[src/rtl/core/mpts_pkg.sv]
// ----------------------------------------------------------------------------
// Multi-policy task scheduler package
// Shared codes, field widths and the scan flag group.
// ----------------------------------------------------------------------------
package mpts_pkg;

  typedef enum logic [1:0] {
    ST_IDLE,
    ST_SCAN,
    ST_DECIDE
  } state_e;

  typedef enum logic [1:0] {
    POL_FIFO = 2'd0,
    POL_RR   = 2'd1,
    POL_SJF  = 2'd2,
    POL_SRTF = 2'd3
  } policy_e;

  localparam int unsigned CFG_IDX_W  = 2;
  localparam int unsigned CFG_DATA_W = 16;

  localparam logic [CFG_IDX_W-1:0] CFG_POLICY  = 2'd0;
  localparam logic [CFG_IDX_W-1:0] CFG_QUANTUM = 2'd1;
  localparam logic [CFG_IDX_W-1:0] CFG_COUNT   = 2'd2;

  localparam logic KIND_LOAD = 1'b0;
  localparam logic KIND_TICK = 1'b1;

  localparam int unsigned QUANT_W = 16;
  localparam int unsigned COUNT_W = 5;
  localparam int unsigned IDX_W   = 4;
  localparam int unsigned ARR_W   = 32;
  localparam int unsigned WORK_W  = 32;
  localparam int unsigned OTIME_W = 32;

  localparam int unsigned IN_TDATA_W  = 72;
  localparam int unsigned OUT_TDATA_W = 48;

  localparam logic [QUANT_W-1:0] QUANTUM_RESET = 16'd500;
  localparam logic [QUANT_W-1:0] QUANTUM_MAX   = 16'hFFFF;
  localparam logic [COUNT_W-1:0] COUNT_RESET   = 5'd16;

  typedef struct packed {
    logic first_found;
    logic best_found;
    logic hi_found;
    logic lo_found;
  } scan_flags_t;

endpackage

[src/rtl/core/multi_policy_task_scheduler.sv]
// ----------------------------------------------------------------------------
// Multi-policy task scheduler
// Load beats are written to the table as they are accepted. A tick beat scans
// n = min(entry_count, MAX_TASKS) entries, reading the table memory one entry
// per cycle; decide then selects and writes back when the output is free.
// The result register holds a finished tick while the next load is taken.
// Reset clears control state and sets configuration defaults; the task table
// is undefined until loaded and has no clearing pass.
// ----------------------------------------------------------------------------
module multi_policy_task_scheduler #(
  parameter int unsigned MAX_TASKS = 16,
  parameter int unsigned TIME_BITS = 32
) (
  input  logic                                clk_i,
  input  logic                                rst_ni,
  input  logic                                cfg_we_i,
  input  logic [mpts_pkg::CFG_IDX_W-1:0]      cfg_idx_i,
  input  logic [mpts_pkg::CFG_DATA_W-1:0]     cfg_wdata_i,
  input  logic                                s_axis_tvalid,
  output logic                                s_axis_tready,
  // entry_index [3:0], arrival_time [35:4], work_amount [67:36], zero pad
  input  logic [mpts_pkg::IN_TDATA_W-1:0]     s_axis_tdata,
  // kind [0]
  input  logic                                s_axis_tuser,
  output logic                                m_axis_tvalid,
  input  logic                                m_axis_tready,
  // running_valid [0], running_slot [4:1], context_switched [5],
  // finished_valid [6], finished_slot [10:7], tick_time [42:11],
  // all_done [43], zero pad
  output logic [mpts_pkg::OUT_TDATA_W-1:0]    m_axis_tdata
);

  localparam int unsigned SLOT_BITS = $clog2(MAX_TASKS);
  localparam int unsigned CNT_BITS  = $clog2(MAX_TASKS + 1);
  localparam int unsigned WW        = mpts_pkg::WORK_W;
  localparam int unsigned QW        = mpts_pkg::QUANT_W;

  mpts_pkg::state_e  state_q, state_d;
  mpts_pkg::policy_e policy_q;
  logic [QW-1:0]                    quantum_len_q;
  logic [mpts_pkg::COUNT_W-1:0]     entry_count_q;

  logic [SLOT_BITS-1:0] cur_slot_q, cur_slot_d;
  logic                 cur_valid_q, cur_valid_d;
  logic [QW-1:0]        quantum_q, quantum_d;
  logic [TIME_BITS-1:0] time_q, time_d;

  logic [CNT_BITS-1:0]  n_q, n_d;
  logic                 had_q, had_d;
  logic [CNT_BITS-1:0]  start_q, start_d;
  logic [CNT_BITS-1:0]  rd_cnt_q, rd_cnt_d;
  logic                 beat_vld_q;
  logic [SLOT_BITS-1:0] beat_idx_q;

  logic                         m_valid_q, m_valid_d;
  logic [mpts_pkg::OUT_TDATA_W-1:0] m_data_q, m_data_d;

  logic in_fire, is_tick, is_load, load_ok;
  logic scan_clear, rd_en, decide_go;
  logic [SLOT_BITS-1:0] rd_addr;

  logic [mpts_pkg::IDX_W-1:0] in_idx;
  logic [mpts_pkg::ARR_W-1:0] in_arr;
  logic [WW-1:0]              in_work;

  logic [TIME_BITS-1:0] arr_rdata;
  logic [WW-1:0]        rem_rdata;
  logic                 arr_we, rem_we;
  logic [SLOT_BITS-1:0] wr_addr;
  logic [TIME_BITS-1:0] arr_wdata;
  logic [WW-1:0]        rem_wdata;

  mpts_pkg::scan_flags_t flags;
  logic [CNT_BITS-1:0]   live;
  logic [WW-1:0]         cur_rem, first_rem, best_rem, hi_rem, lo_rem;
  logic [SLOT_BITS-1:0]  first_slot, best_slot, hi_slot, lo_slot;

  logic                 dead, cv2, q_over, nv, sw;
  logic [SLOT_BITS-1:0] ns;
  logic [WW-1:0]        nr;
  logic [QW-1:0]        qu1, qu2;

  assign in_idx  = s_axis_tdata[3:0];
  assign in_arr  = s_axis_tdata[35:4];
  assign in_work = s_axis_tdata[67:36];
  assign in_fire = s_axis_tvalid && s_axis_tready;
  assign is_tick = in_fire && (s_axis_tuser == mpts_pkg::KIND_TICK);
  assign is_load = in_fire && (s_axis_tuser == mpts_pkg::KIND_LOAD);
  assign load_ok = 32'(in_idx) < MAX_TASKS;

  // configuration
  always_ff @(posedge clk_i or negedge rst_ni) begin
    if (!rst_ni) begin
      policy_q      <= mpts_pkg::POL_FIFO;
      quantum_len_q <= mpts_pkg::QUANTUM_RESET;
      entry_count_q <= mpts_pkg::COUNT_RESET;
    end else if (cfg_we_i) begin
      case (cfg_idx_i)
        mpts_pkg::CFG_POLICY:  policy_q      <= mpts_pkg::policy_e'(cfg_wdata_i[1:0]);
        mpts_pkg::CFG_QUANTUM: quantum_len_q <= cfg_wdata_i;
        mpts_pkg::CFG_COUNT:   entry_count_q <= cfg_wdata_i[mpts_pkg::COUNT_W-1:0];
        default: ;
      endcase
    end
  end

  // next state
  always_comb begin
    state_d = state_q;
    case (state_q)
      mpts_pkg::ST_IDLE: begin
        if (is_tick) state_d = mpts_pkg::ST_SCAN;
      end
      mpts_pkg::ST_SCAN: begin
        if (rd_cnt_q == n_q) state_d = mpts_pkg::ST_DECIDE;
      end
      mpts_pkg::ST_DECIDE: begin
        if (!m_valid_q || m_axis_tready) state_d = mpts_pkg::ST_IDLE;
      end
      default: state_d = mpts_pkg::ST_IDLE;
    endcase
  end

  // state outputs
  always_comb begin
    s_axis_tready = 1'b0;
    rd_en         = 1'b0;
    decide_go     = 1'b0;
    case (state_q)
      mpts_pkg::ST_IDLE:   s_axis_tready = 1'b1;
      mpts_pkg::ST_SCAN:   rd_en = rd_cnt_q < n_q;
      mpts_pkg::ST_DECIDE: decide_go = !m_valid_q || m_axis_tready;
      default: ;
    endcase
  end

  assign scan_clear = is_tick;
  assign rd_addr    = rd_cnt_q[SLOT_BITS-1:0];

  // tick setup and scan address
  always_comb begin
    n_d      = n_q;
    had_d    = had_q;
    start_d  = start_q;
    rd_cnt_d = rd_cnt_q;
    if (is_tick) begin
      n_d      = (32'(entry_count_q) > MAX_TASKS) ? CNT_BITS'(MAX_TASKS)
                                                  : CNT_BITS'(entry_count_q);
      had_d    = cur_valid_q && (CNT_BITS'(cur_slot_q) < n_d);
      start_d  = had_d ? CNT_BITS'(cur_slot_q) + CNT_BITS'(1) : '0;
      rd_cnt_d = '0;
    end else if (rd_en) begin
      rd_cnt_d = rd_cnt_q + CNT_BITS'(1);
    end
  end

  // selection
  always_comb begin
    dead   = had_q && (cur_rem == '0);
    cv2    = had_q && !dead;
    qu1    = dead ? '0 : quantum_q;
    q_over = qu1 >= quantum_len_q;
    nv     = 1'b0;
    ns     = cur_slot_q;
    nr     = cur_rem;
    case (policy_q)
      mpts_pkg::POL_FIFO: begin
        if (cv2) begin
          nv = 1'b1;
        end else begin
          nv = flags.first_found;
          ns = first_slot;
          nr = first_rem;
        end
      end
      mpts_pkg::POL_RR: begin
        if (!cv2 || q_over) begin
          if (flags.hi_found) begin
            nv = 1'b1;
            ns = hi_slot;
            nr = hi_rem;
          end else begin
            nv = flags.lo_found;
            ns = lo_slot;
            nr = lo_rem;
          end
        end else begin
          nv = 1'b1;
        end
      end
      mpts_pkg::POL_SJF: begin
        if (cv2) begin
          nv = 1'b1;
        end else begin
          nv = flags.best_found;
          ns = best_slot;
          nr = best_rem;
        end
      end
      default: begin
        nv = flags.best_found;
        ns = best_slot;
        nr = best_rem;
      end
    endcase
    sw  = nv && (!cv2 || (ns != cur_slot_q));
    qu2 = q_over ? '0 : qu1;
    if (nv && (qu2 != mpts_pkg::QUANTUM_MAX)) begin
      qu2 = qu2 + QW'(1);
    end
  end

  // scheduler state and result register
  always_comb begin
    cur_slot_d  = cur_slot_q;
    cur_valid_d = cur_valid_q;
    quantum_d   = quantum_q;
    time_d      = time_q;
    m_valid_d   = m_valid_q;
    m_data_d    = m_data_q;
    if (m_axis_tready) begin
      m_valid_d = 1'b0;
    end
    if (decide_go) begin
      cur_slot_d  = nv ? ns : cur_slot_q;
      cur_valid_d = nv;
      quantum_d   = qu2;
      if ((live != '0) && (time_q != '1)) begin
        time_d = time_q + TIME_BITS'(1);
      end
      m_valid_d = 1'b1;
      m_data_d  = '0;
      m_data_d[0]     = nv;
      m_data_d[4:1]   = nv ? mpts_pkg::IDX_W'(ns) : '0;
      m_data_d[5]     = sw;
      m_data_d[6]     = dead;
      m_data_d[10:7]  = dead ? mpts_pkg::IDX_W'(cur_slot_q) : '0;
      m_data_d[42:11] = mpts_pkg::OTIME_W'(time_q);
      m_data_d[43]    = live == '0;
    end
  end

  // memory write port: loads from idle, work charge from decide
  always_comb begin
    arr_we    = is_load && load_ok;
    rem_we    = arr_we;
    wr_addr   = SLOT_BITS'(in_idx);
    arr_wdata = TIME_BITS'(in_arr);
    rem_wdata = in_work;
    if (decide_go) begin
      rem_we    = nv && (nr != '0);
      wr_addr   = ns;
      rem_wdata = nr - WW'(1);
    end
  end

  always_ff @(posedge clk_i or negedge rst_ni) begin
    if (!rst_ni) begin
      state_q     <= mpts_pkg::ST_IDLE;
      cur_slot_q  <= '0;
      cur_valid_q <= 1'b0;
      quantum_q   <= '0;
      time_q      <= '0;
      n_q         <= '0;
      had_q       <= 1'b0;
      start_q     <= '0;
      rd_cnt_q    <= '0;
      beat_vld_q  <= 1'b0;
      m_valid_q   <= 1'b0;
    end else begin
      state_q     <= state_d;
      cur_slot_q  <= cur_slot_d;
      cur_valid_q <= cur_valid_d;
      quantum_q   <= quantum_d;
      time_q      <= time_d;
      n_q         <= n_d;
      had_q       <= had_d;
      start_q     <= start_d;
      rd_cnt_q    <= rd_cnt_d;
      beat_vld_q  <= rd_en;
      m_valid_q   <= m_valid_d;
    end
  end

  always_ff @(posedge clk_i) begin
    beat_idx_q <= rd_addr;
    m_data_q   <= m_data_d;
  end

  assign m_axis_tvalid = m_valid_q;
  assign m_axis_tdata  = m_data_q;

  mpts_task_mem #(
    .DEPTH(MAX_TASKS),
    .AW   (SLOT_BITS),
    .TW   (TIME_BITS),
    .WW   (WW)
  ) u_mem (
    .clk_i      (clk_i),
    .rd_en_i    (rd_en),
    .rd_addr_i  (rd_addr),
    .arr_rdata_o(arr_rdata),
    .rem_rdata_o(rem_rdata),
    .arr_we_i   (arr_we),
    .rem_we_i   (rem_we),
    .wr_addr_i  (wr_addr),
    .arr_wdata_i(arr_wdata),
    .rem_wdata_i(rem_wdata)
  );

  mpts_scan #(
    .SLOT_BITS(SLOT_BITS),
    .CNT_BITS (CNT_BITS),
    .TIME_BITS(TIME_BITS)
  ) u_scan (
    .clk_i       (clk_i),
    .rst_ni      (rst_ni),
    .clear_i     (scan_clear),
    .beat_vld_i  (beat_vld_q),
    .beat_idx_i  (beat_idx_q),
    .arr_i       (arr_rdata),
    .rem_i       (rem_rdata),
    .time_now_i  (time_q),
    .start_i     (start_q),
    .cur_slot_i  (cur_slot_q),
    .flags_o     (flags),
    .live_o      (live),
    .cur_rem_o   (cur_rem),
    .first_slot_o(first_slot),
    .first_rem_o (first_rem),
    .best_slot_o (best_slot),
    .best_rem_o  (best_rem),
    .hi_slot_o   (hi_slot),
    .hi_rem_o    (hi_rem),
    .lo_slot_o   (lo_slot),
    .lo_rem_o    (lo_rem)
  );

  a_tick_starts_scan: assert property (@(posedge clk_i) disable iff (!rst_ni)
    is_tick |=> state_q == mpts_pkg::ST_SCAN)
    else $error("tick beat did not start a scan");

  a_rd_bound: assert property (@(posedge clk_i) disable iff (!rst_ni)
    state_q == mpts_pkg::ST_SCAN |-> rd_cnt_q <= n_q)
    else $error("scan address ran past entry count");

  a_live_bound: assert property (@(posedge clk_i) disable iff (!rst_ni)
    state_q == mpts_pkg::ST_DECIDE |-> live <= n_q)
    else $error("live count exceeds scanned entries");

  a_cur_bound: assert property (@(posedge clk_i) disable iff (!rst_ni)
    cur_valid_q |-> 32'(cur_slot_q) < MAX_TASKS)
    else $error("running slot outside table");

  a_no_rw_overlap: assert property (@(posedge clk_i) disable iff (!rst_ni)
    rem_we |-> !rd_en)
    else $error("table write overlaps a scan read");

endmodule

[src/rtl/core/mpts_task_mem.sv]
// ----------------------------------------------------------------------------
// Task table memory
// Arrival and remaining-work arrays, one registered read port, one write port.
// ----------------------------------------------------------------------------
module mpts_task_mem #(
  parameter int unsigned DEPTH = 16,
  parameter int unsigned AW    = 4,
  parameter int unsigned TW    = 32,
  parameter int unsigned WW    = 32
) (
  input  logic          clk_i,
  input  logic          rd_en_i,
  input  logic [AW-1:0] rd_addr_i,
  output logic [TW-1:0] arr_rdata_o,
  output logic [WW-1:0] rem_rdata_o,
  input  logic          arr_we_i,
  input  logic          rem_we_i,
  input  logic [AW-1:0] wr_addr_i,
  input  logic [TW-1:0] arr_wdata_i,
  input  logic [WW-1:0] rem_wdata_i
);

  logic [TW-1:0] arr_mem [DEPTH];
  logic [WW-1:0] rem_mem [DEPTH];

  always_ff @(posedge clk_i) begin
    if (arr_we_i) begin
      arr_mem[wr_addr_i] <= arr_wdata_i;
    end
    if (rem_we_i) begin
      rem_mem[wr_addr_i] <= rem_wdata_i;
    end
  end

  always_ff @(posedge clk_i) begin
    if (rd_en_i) begin
      arr_rdata_o <= arr_mem[rd_addr_i];
      rem_rdata_o <= rem_mem[rd_addr_i];
    end
  end

endmodule

[src/rtl/core/mpts_scan.sv]
// ----------------------------------------------------------------------------
// Task table scan
// Folds one table entry per beat into the FIFO, shortest, rotating and
// live-count candidates.
// ----------------------------------------------------------------------------
module mpts_scan #(
  parameter int unsigned SLOT_BITS = 4,
  parameter int unsigned CNT_BITS  = 5,
  parameter int unsigned TIME_BITS = 32
) (
  input  logic                           clk_i,
  input  logic                           rst_ni,
  input  logic                           clear_i,
  input  logic                           beat_vld_i,
  input  logic [SLOT_BITS-1:0]           beat_idx_i,
  input  logic [TIME_BITS-1:0]           arr_i,
  input  logic [mpts_pkg::WORK_W-1:0]    rem_i,
  input  logic [TIME_BITS-1:0]           time_now_i,
  input  logic [CNT_BITS-1:0]            start_i,
  input  logic [SLOT_BITS-1:0]           cur_slot_i,
  output mpts_pkg::scan_flags_t          flags_o,
  output logic [CNT_BITS-1:0]            live_o,
  output logic [mpts_pkg::WORK_W-1:0]    cur_rem_o,
  output logic [SLOT_BITS-1:0]           first_slot_o,
  output logic [mpts_pkg::WORK_W-1:0]    first_rem_o,
  output logic [SLOT_BITS-1:0]           best_slot_o,
  output logic [mpts_pkg::WORK_W-1:0]    best_rem_o,
  output logic [SLOT_BITS-1:0]           hi_slot_o,
  output logic [mpts_pkg::WORK_W-1:0]    hi_rem_o,
  output logic [SLOT_BITS-1:0]           lo_slot_o,
  output logic [mpts_pkg::WORK_W-1:0]    lo_rem_o
);

  mpts_pkg::scan_flags_t          flags_q, flags_d;
  logic                           stop_q, stop_d;
  logic [CNT_BITS-1:0]            live_q, live_d;
  logic [mpts_pkg::WORK_W-1:0]    cur_rem_q, cur_rem_d;
  logic [SLOT_BITS-1:0]           first_slot_q, first_slot_d;
  logic [mpts_pkg::WORK_W-1:0]    first_rem_q, first_rem_d;
  logic [SLOT_BITS-1:0]           best_slot_q, best_slot_d;
  logic [mpts_pkg::WORK_W-1:0]    best_rem_q, best_rem_d;
  logic [SLOT_BITS-1:0]           hi_slot_q, hi_slot_d;
  logic [mpts_pkg::WORK_W-1:0]    hi_rem_q, hi_rem_d;
  logic [SLOT_BITS-1:0]           lo_slot_q, lo_slot_d;
  logic [mpts_pkg::WORK_W-1:0]    lo_rem_q, lo_rem_d;

  logic arrived, nz, elig, scan_ok, upper;

  always_comb begin
    arrived = !(time_now_i < arr_i);
    nz      = rem_i != '0;
    elig    = arrived && nz;
    scan_ok = !stop_q && elig;
    upper   = CNT_BITS'(beat_idx_i) >= start_i;

    flags_d      = flags_q;
    stop_d       = stop_q;
    live_d       = live_q;
    cur_rem_d    = cur_rem_q;
    first_slot_d = first_slot_q;
    first_rem_d  = first_rem_q;
    best_slot_d  = best_slot_q;
    best_rem_d   = best_rem_q;
    hi_slot_d    = hi_slot_q;
    hi_rem_d     = hi_rem_q;
    lo_slot_d    = lo_slot_q;
    lo_rem_d     = lo_rem_q;

    if (clear_i) begin
      flags_d = '0;
      stop_d  = 1'b0;
      live_d  = '0;
    end else if (beat_vld_i) begin
      live_d = live_q + CNT_BITS'(nz);
      if (!arrived) begin
        stop_d = 1'b1;
      end
      if (beat_idx_i == cur_slot_i) begin
        cur_rem_d = rem_i;
      end
      if (scan_ok && !flags_q.first_found) begin
        flags_d.first_found = 1'b1;
        first_slot_d        = beat_idx_i;
        first_rem_d         = rem_i;
      end
      if (scan_ok && (!flags_q.best_found || best_rem_q > rem_i)) begin
        flags_d.best_found = 1'b1;
        best_slot_d        = beat_idx_i;
        best_rem_d         = rem_i;
      end
      if (elig && upper && !flags_q.hi_found) begin
        flags_d.hi_found = 1'b1;
        hi_slot_d        = beat_idx_i;
        hi_rem_d         = rem_i;
      end
      if (elig && !upper && !flags_q.lo_found) begin
        flags_d.lo_found = 1'b1;
        lo_slot_d        = beat_idx_i;
        lo_rem_d         = rem_i;
      end
    end
  end

  always_ff @(posedge clk_i or negedge rst_ni) begin
    if (!rst_ni) begin
      flags_q <= '0;
      stop_q  <= 1'b0;
      live_q  <= '0;
    end else begin
      flags_q <= flags_d;
      stop_q  <= stop_d;
      live_q  <= live_d;
    end
  end

  always_ff @(posedge clk_i) begin
    cur_rem_q    <= cur_rem_d;
    first_slot_q <= first_slot_d;
    first_rem_q  <= first_rem_d;
    best_slot_q  <= best_slot_d;
    best_rem_q   <= best_rem_d;
    hi_slot_q    <= hi_slot_d;
    hi_rem_q     <= hi_rem_d;
    lo_slot_q    <= lo_slot_d;
    lo_rem_q     <= lo_rem_d;
  end

  assign flags_o      = flags_q;
  assign live_o       = live_q;
  assign cur_rem_o    = cur_rem_q;
  assign first_slot_o = first_slot_q;
  assign first_rem_o  = first_rem_q;
  assign best_slot_o  = best_slot_q;
  assign best_rem_o   = best_rem_q;
  assign hi_slot_o    = hi_slot_q;
  assign hi_rem_o     = hi_rem_q;
  assign lo_slot_o    = lo_slot_q;
  assign lo_rem_o     = lo_rem_q;

endmodule

[config.mk]
export PLATFORM = sky130hd
export DESIGN_NAME = multi_policy_task_scheduler
export DESIGN_NICKNAME = d
export VERILOG_FILES = /design/src/rtl/core/mpts_pkg.sv /design/src/rtl/core/multi_policy_task_scheduler.sv /design/src/rtl/core/mpts_task_mem.sv /design/src/rtl/core/mpts_scan.sv
export SDC_FILE = /design/constraint.sdc
export NUM_CORES = 2
export LEC_CHECK = 0
export BUFFER_PORTS_ARGS = -buffer_cell sky130_fd_sc_hd__buf_2
export CORE_MARGIN = 4
export CORE_UTILIZATION = 25
export CTS_BUF_LIST = sky130_fd_sc_hd__clkbuf_4 sky130_fd_sc_hd__clkbuf_8
export CTS_CLUSTER_SIZE = 28
export DETAILED_ROUTE_END_ITERATION = 10
export MAX_ROUTING_LAYER = met4
export SETUP_SLACK_MARGIN = 0.2
export SYNTH_ARGS = -nofsm -noshare
export SYNTH_HDL_FRONTEND = slang
export SYNTH_SLANG_ARGS = --single-unit
[constraint.sdc]
create_clock -name clk_i -period 22.5 [get_ports clk_i]
set_input_delay 4.5 -clock clk_i [delete_from_list [all_inputs] [get_ports clk_i]]
set_output_delay 4.5 -clock clk_i [all_outputs]
set_load 0.02 [all_outputs]
==> results.md <==
- The number of enable-type register cells in the synthesized netlist is 1308.
- The measured slew at the worst slew-check pin is 1.21 ns.
- The worst stage delay on the critical path is 0.82 ns.
- The die covers 0.239 mm².
- The clock net sink count is 1418.
- In this run the worst hold path is classified as flop to flop.
- Summing the sequential cell areas from Yosys gives 72.8% of the chip area.
- The kind of end point of the critical path is a flop.
- The synthesized instance count is 3088.
- 146 I/O pins were placed.
- The most prevalent standard cell on the critical path is nor4_1.
- The TritonCTS buffer count is 209.
- The library cell with the highest instance count after synthesis is edfxtp_1.
- The endpoint identified for the worst register-to-register timing path is u_mem.rem_mem[6][10].
- The total of max-cap violations is 0.
- Of the cells placed in the final design, the portion with a size suffix greater than 1 is 27.1%.
- The wire length of the first global-routing pass is 212 mm.
- The per-cell routed wire length is 22.0 µm.
- Routability-driven placement finished with a final weighted congestion of 0.847.
- The setup slack on the worst flop-to-flop path is 14.43 ns.
- Of all nets on the critical path, the largest fanout is 32.
- The hold violation total from the final report is 0.
- Counting distinct cell types in the post-synthesis netlist gives 73.
- The number of cell rows is 176.
- Data on the critical path is required at its endpoint by 23.02 ns.
- The clock latency of the later-clocked register in the worst-skew pair is 0.94 ns.
- The arrival time of the worst setup path is 8.60 ns.
- The die width is 488 µm.
- The number of global-route vias before repair is 30863.
- Global routing used 12.3% of the available tracks.
- The final global-route overflow total is 0.
- In this run the worst setup path begins at u_scan.cur_rem_o[19].
- For this run, design rule violations remaining after detail routing come to 0.
- The worst setup path is of the flop to flop kind.
- The worst setup path is launched from a flop.
- The maximum root-to-sink buffer count is 3.
- The number of H-tree levels is 4.
- In this run the biggest area consumer among cell types represents 68.1% of the synthesized area.
- Dividing the detail-routed via count by the number of cells gives 4.59.
- The worst hold path was traced through 2 stages.
- After floorplanning, the core was sized to cover 0.230 mm².
- The mean post-synth cell area is 18.7 µm².
- Ranked by total cell area, the synthesized netlist is headed by edfxtp_1 (68%), mux4_2 (12%), dfrtp_1 (4.3%), ha_1 (2.1%), nand2_1 (0.94%).
- The first TritonRoute pass finished after 6 iterations.
- The number of antenna violations at the first check in global routing came to 24.
- After the flow finishes, the layout carries non-filler instances totaling 6579.
- The gate family responsible for the most delay along the worst path is simple AND/OR/NAND/NOR gates.
- The met3 global-route usage is 2.12%.
- The post-CTS clock slew at the launch and capture registers of the worst setup and hold paths is 0.06 ns.
- The combined buffer and inverter count along the critical path is 2.
- In this run the tightest slew margin relative to its limit is 19.0%.
- After clock tree synthesis, the flow added hold-fix buffers numbering 0.
- For this run, the leading register cell type out of synthesis is edfxtp_1.
- At the end of the flow, the number of nets in the layout was 3564.
- The largest net degree at the start of global routing is 129.
- In this run, synthesis produced a sequential element count of 1418.
- The synthesis warning total is 0.
- For met2 alone, demand over resource in global routing was 19.5%.
- The clock tree skew after final layout is 0.0688 ns.
- The worst supply voltage drop on vdd is 0.0951 mV.
- For this design the ratio of total power to cell area is 107 mW/mm².
- The run finished with clean final reports.
- In this run the cell area of the synthesized design comes to 0.0577 mm².
- Global routing consumed, on the met1 layer, 15.9% of the routing resources.
- The commonest cells after synthesis are edfxtp_1 (1308), mux4_2 (320), nand2_1 (145), clkbuf_1 (103), inv_1 (100).
- The number of gates resized after cts is 0.
- Measured on the finished design, the core utilization comes to 29.1%.
- The fraction of synthesis flops using an asynchronous set or reset pin is 7.48%.
- The slowest stage of the critical path is the nor3_4 cell.
- The worst path in the final design needs a cycle of 8.07 ns, including I/O delays and setup.
- Once the floorplan was initialized, standard cells occupied 25.1% of the core.
- The half-perimeter wire length after placement is 82.8 mm.
- Static timing analysis puts the maximum clock frequency at 0.124 GHz.
- The overall routed net length is 145 mm.
- The count of nets left with antenna violations once routing finished came out at 0.
- The count of placed standard cells including taps is 6184.
- Dividing the final minimum period by the clock period gives 35.9%.
- The number of inserted filler cells in the final layout is 22662.
- The end point of the most critical hold path is quantum_q[1].
- The clock root buffer is clkbuf_8.
- The number of setup buffers added after CTS is 0.
- Setup total negative slack on the finished layout was measured at 0 ns.
- The floorplan step set the die height to 488 µm.
- The total of endpoints with negative setup slack in the final report is 0.
- The number of design-rule violations left by the first detailed-router iteration is 2639.
- The count of cells along the worst register-to-register path is 18.
- In this run the most critical hold path is launched from quantum_q[1].
- For this design the static power due to leakage is 21.9 nW.
- Detailed routing inserted a total of 30226 vias.
- The CTS tree is done.
- Input and output buffers added on the ports amount to 137.
- The biggest area contributor in the post-synthesis netlist is edfxtp_1.
- The critical path goes through nor4_1, nand4_1, or3_1, and2_1, ha_1, nand4_1, nor4_1, a221oi_1, buf_4, nand3_1, a221oi_1, nor4_1, nand3_1, nor3_1, nand4bb_1, nor3_4, nor4_2, buf_4.
- The startpoint identified for the worst register-to-register timing path is u_scan.cur_rem_o[19].
- The final number of max-transition violations was 0.
- Relative to the synthesized area, the layout overhead comes to 15.8%.
- Setup repair after global routing left no endpoint under its margin.
- In this run the most used layer during global routing was met2.
==> where the power goes <==
part           switching (mW)  total [mW]  internal (mW)
registers               0.173        3.40           3.23
logic                   0.945        1.65          0.701
clock network            1.02        2.14           1.12
==> final cells by class <==
type	instances	area (µm²)	share of cell area [%]
Timing Repair Buffer	213	1280	1.92
Multi-Input combinational cell	1425	15000	22.5
Antenna cell	10	25.0	0.0374
Inverter	102	383	0.573
Clock inverter	124	988	1.48
Clock buffer	261	3300	4.94
Tap cell	3026	3790	5.67
Sequential cell	1418	42000	62.9
==> worst reg2reg max path: stages, from the launching register on <==
cell and delay [ns]:
edfxtp_1 0.42, nor4_1 0.51, nand4_1 0.37, or3_1 0.74, and2_1 0.29, ha_1 0.32
nand4_1 0.14, nor4_1 0.40, a221oi_1 0.15, buf_4 0.24, nand3_1 0.57, a221oi_1 0.31
nor4_1 0.63, nand3_1 0.19, nor3_1 0.72, nand4bb_1 0.26, nor3_4 0.82, nor4_2 0.13
buf_4 0.38
==> cell usage in the layout (no fill, tap or decap), types with 12 or more instances in the layout <==
cell type | netlist | layout
a21o_1 | 26 | 26
a21oi_1 | 52 | 52
a311oi_1 | 16 | 16
a31oi_1 | 16 | 16
and2_1 | 27 | 27
and3_1 | 50 | 50
buf_2 | 11 | 136
buf_4 | 6 | 75
bufinv_16 | 0 | 12
clkbuf_4 | 0 | 47
clkbuf_8 | 0 | 214
clkinv_1 | 1 | 60
clkinv_2 | 0 | 39
dfrtp_1 | 99 | 94
edfxtp_1 | 1308 | 1308
ha_1 | 99 | 99
inv_1 | 100 | 100
mux2_2 | 33 | 33
mux2i_1 | 33 | 33
mux4_2 | 320 | 320
nand2_1 | 145 | 145
nand2b_1 | 20 | 19
nand3_1 | 39 | 39
nand4_1 | 47 | 47
nor2_1 | 84 | 66
nor2_4 | 0 | 18
nor2b_1 | 19 | 19
nor3_1 | 27 | 27
nor4_1 | 41 | 22
nor4_2 | 0 | 19
o21a_1 | 16 | 16
o21ai_0 | 85 | 82
o21ai_1 | 28 | 31
xnor2_1 | 44 | 44
xor2_1 | 30 | 30
==> per-layer routing <==
metal | wire, µm | share of wire, %
met4 | 4930 | 3.4
met3 | 9490 | 6.5
met1 | 60800 | 42
met5 | 0 | 0
met2 | 69800 | 48
==> how the worst max path moves through the flow <==
| stage | endpoint | slack (ns) | depth (start not counted) |
|---|---|---|---|
| after floorplan | u_scan.best_rem_o[0] | 11.14 | 5 |
| after global placement | time_q[26] | 14.13 | 13 |
| after detailed placement | time_q[26] | 14.06 | 13 |
| after CTS | u_mem.rem_mem[6][8] | 14.45 | 18 |
| after global routing | u_mem.rem_mem[7][8] | 13.93 | 18 |
| final | u_mem.rem_mem[6][10] | 14.43 | 18 |
==> cell families after synthesis <==
logic type                 Yosys count  share of synthesized area (%)
xor gates and xnor gates            74                           1.12
AOI/OAI and AO/OA                  334                           3.79
buffers and inverters              248                           1.68
other                                1                        0.00650
DFF                               1418                           72.8
muxes                              386                           13.7
adders and majority gates           99                           2.15
and+or+nand+nor                    528                           4.72
==> metrics by stage <==
stage               cell area, µm²  hold slack, ns  worst slack [ns]  power [mW]
floorplan                    57700           0.369             11.14        4.55
global placement             62500           0.461             14.13        5.10
detailed placement           62500           0.465             14.06        5.13
CTS                          66800           0.478             14.45        7.27
global route                 66800           0.519             13.93        7.54
finish                       66800           0.473             14.43        7.18
No activity file was read; power rests on OpenSTA's default activity.
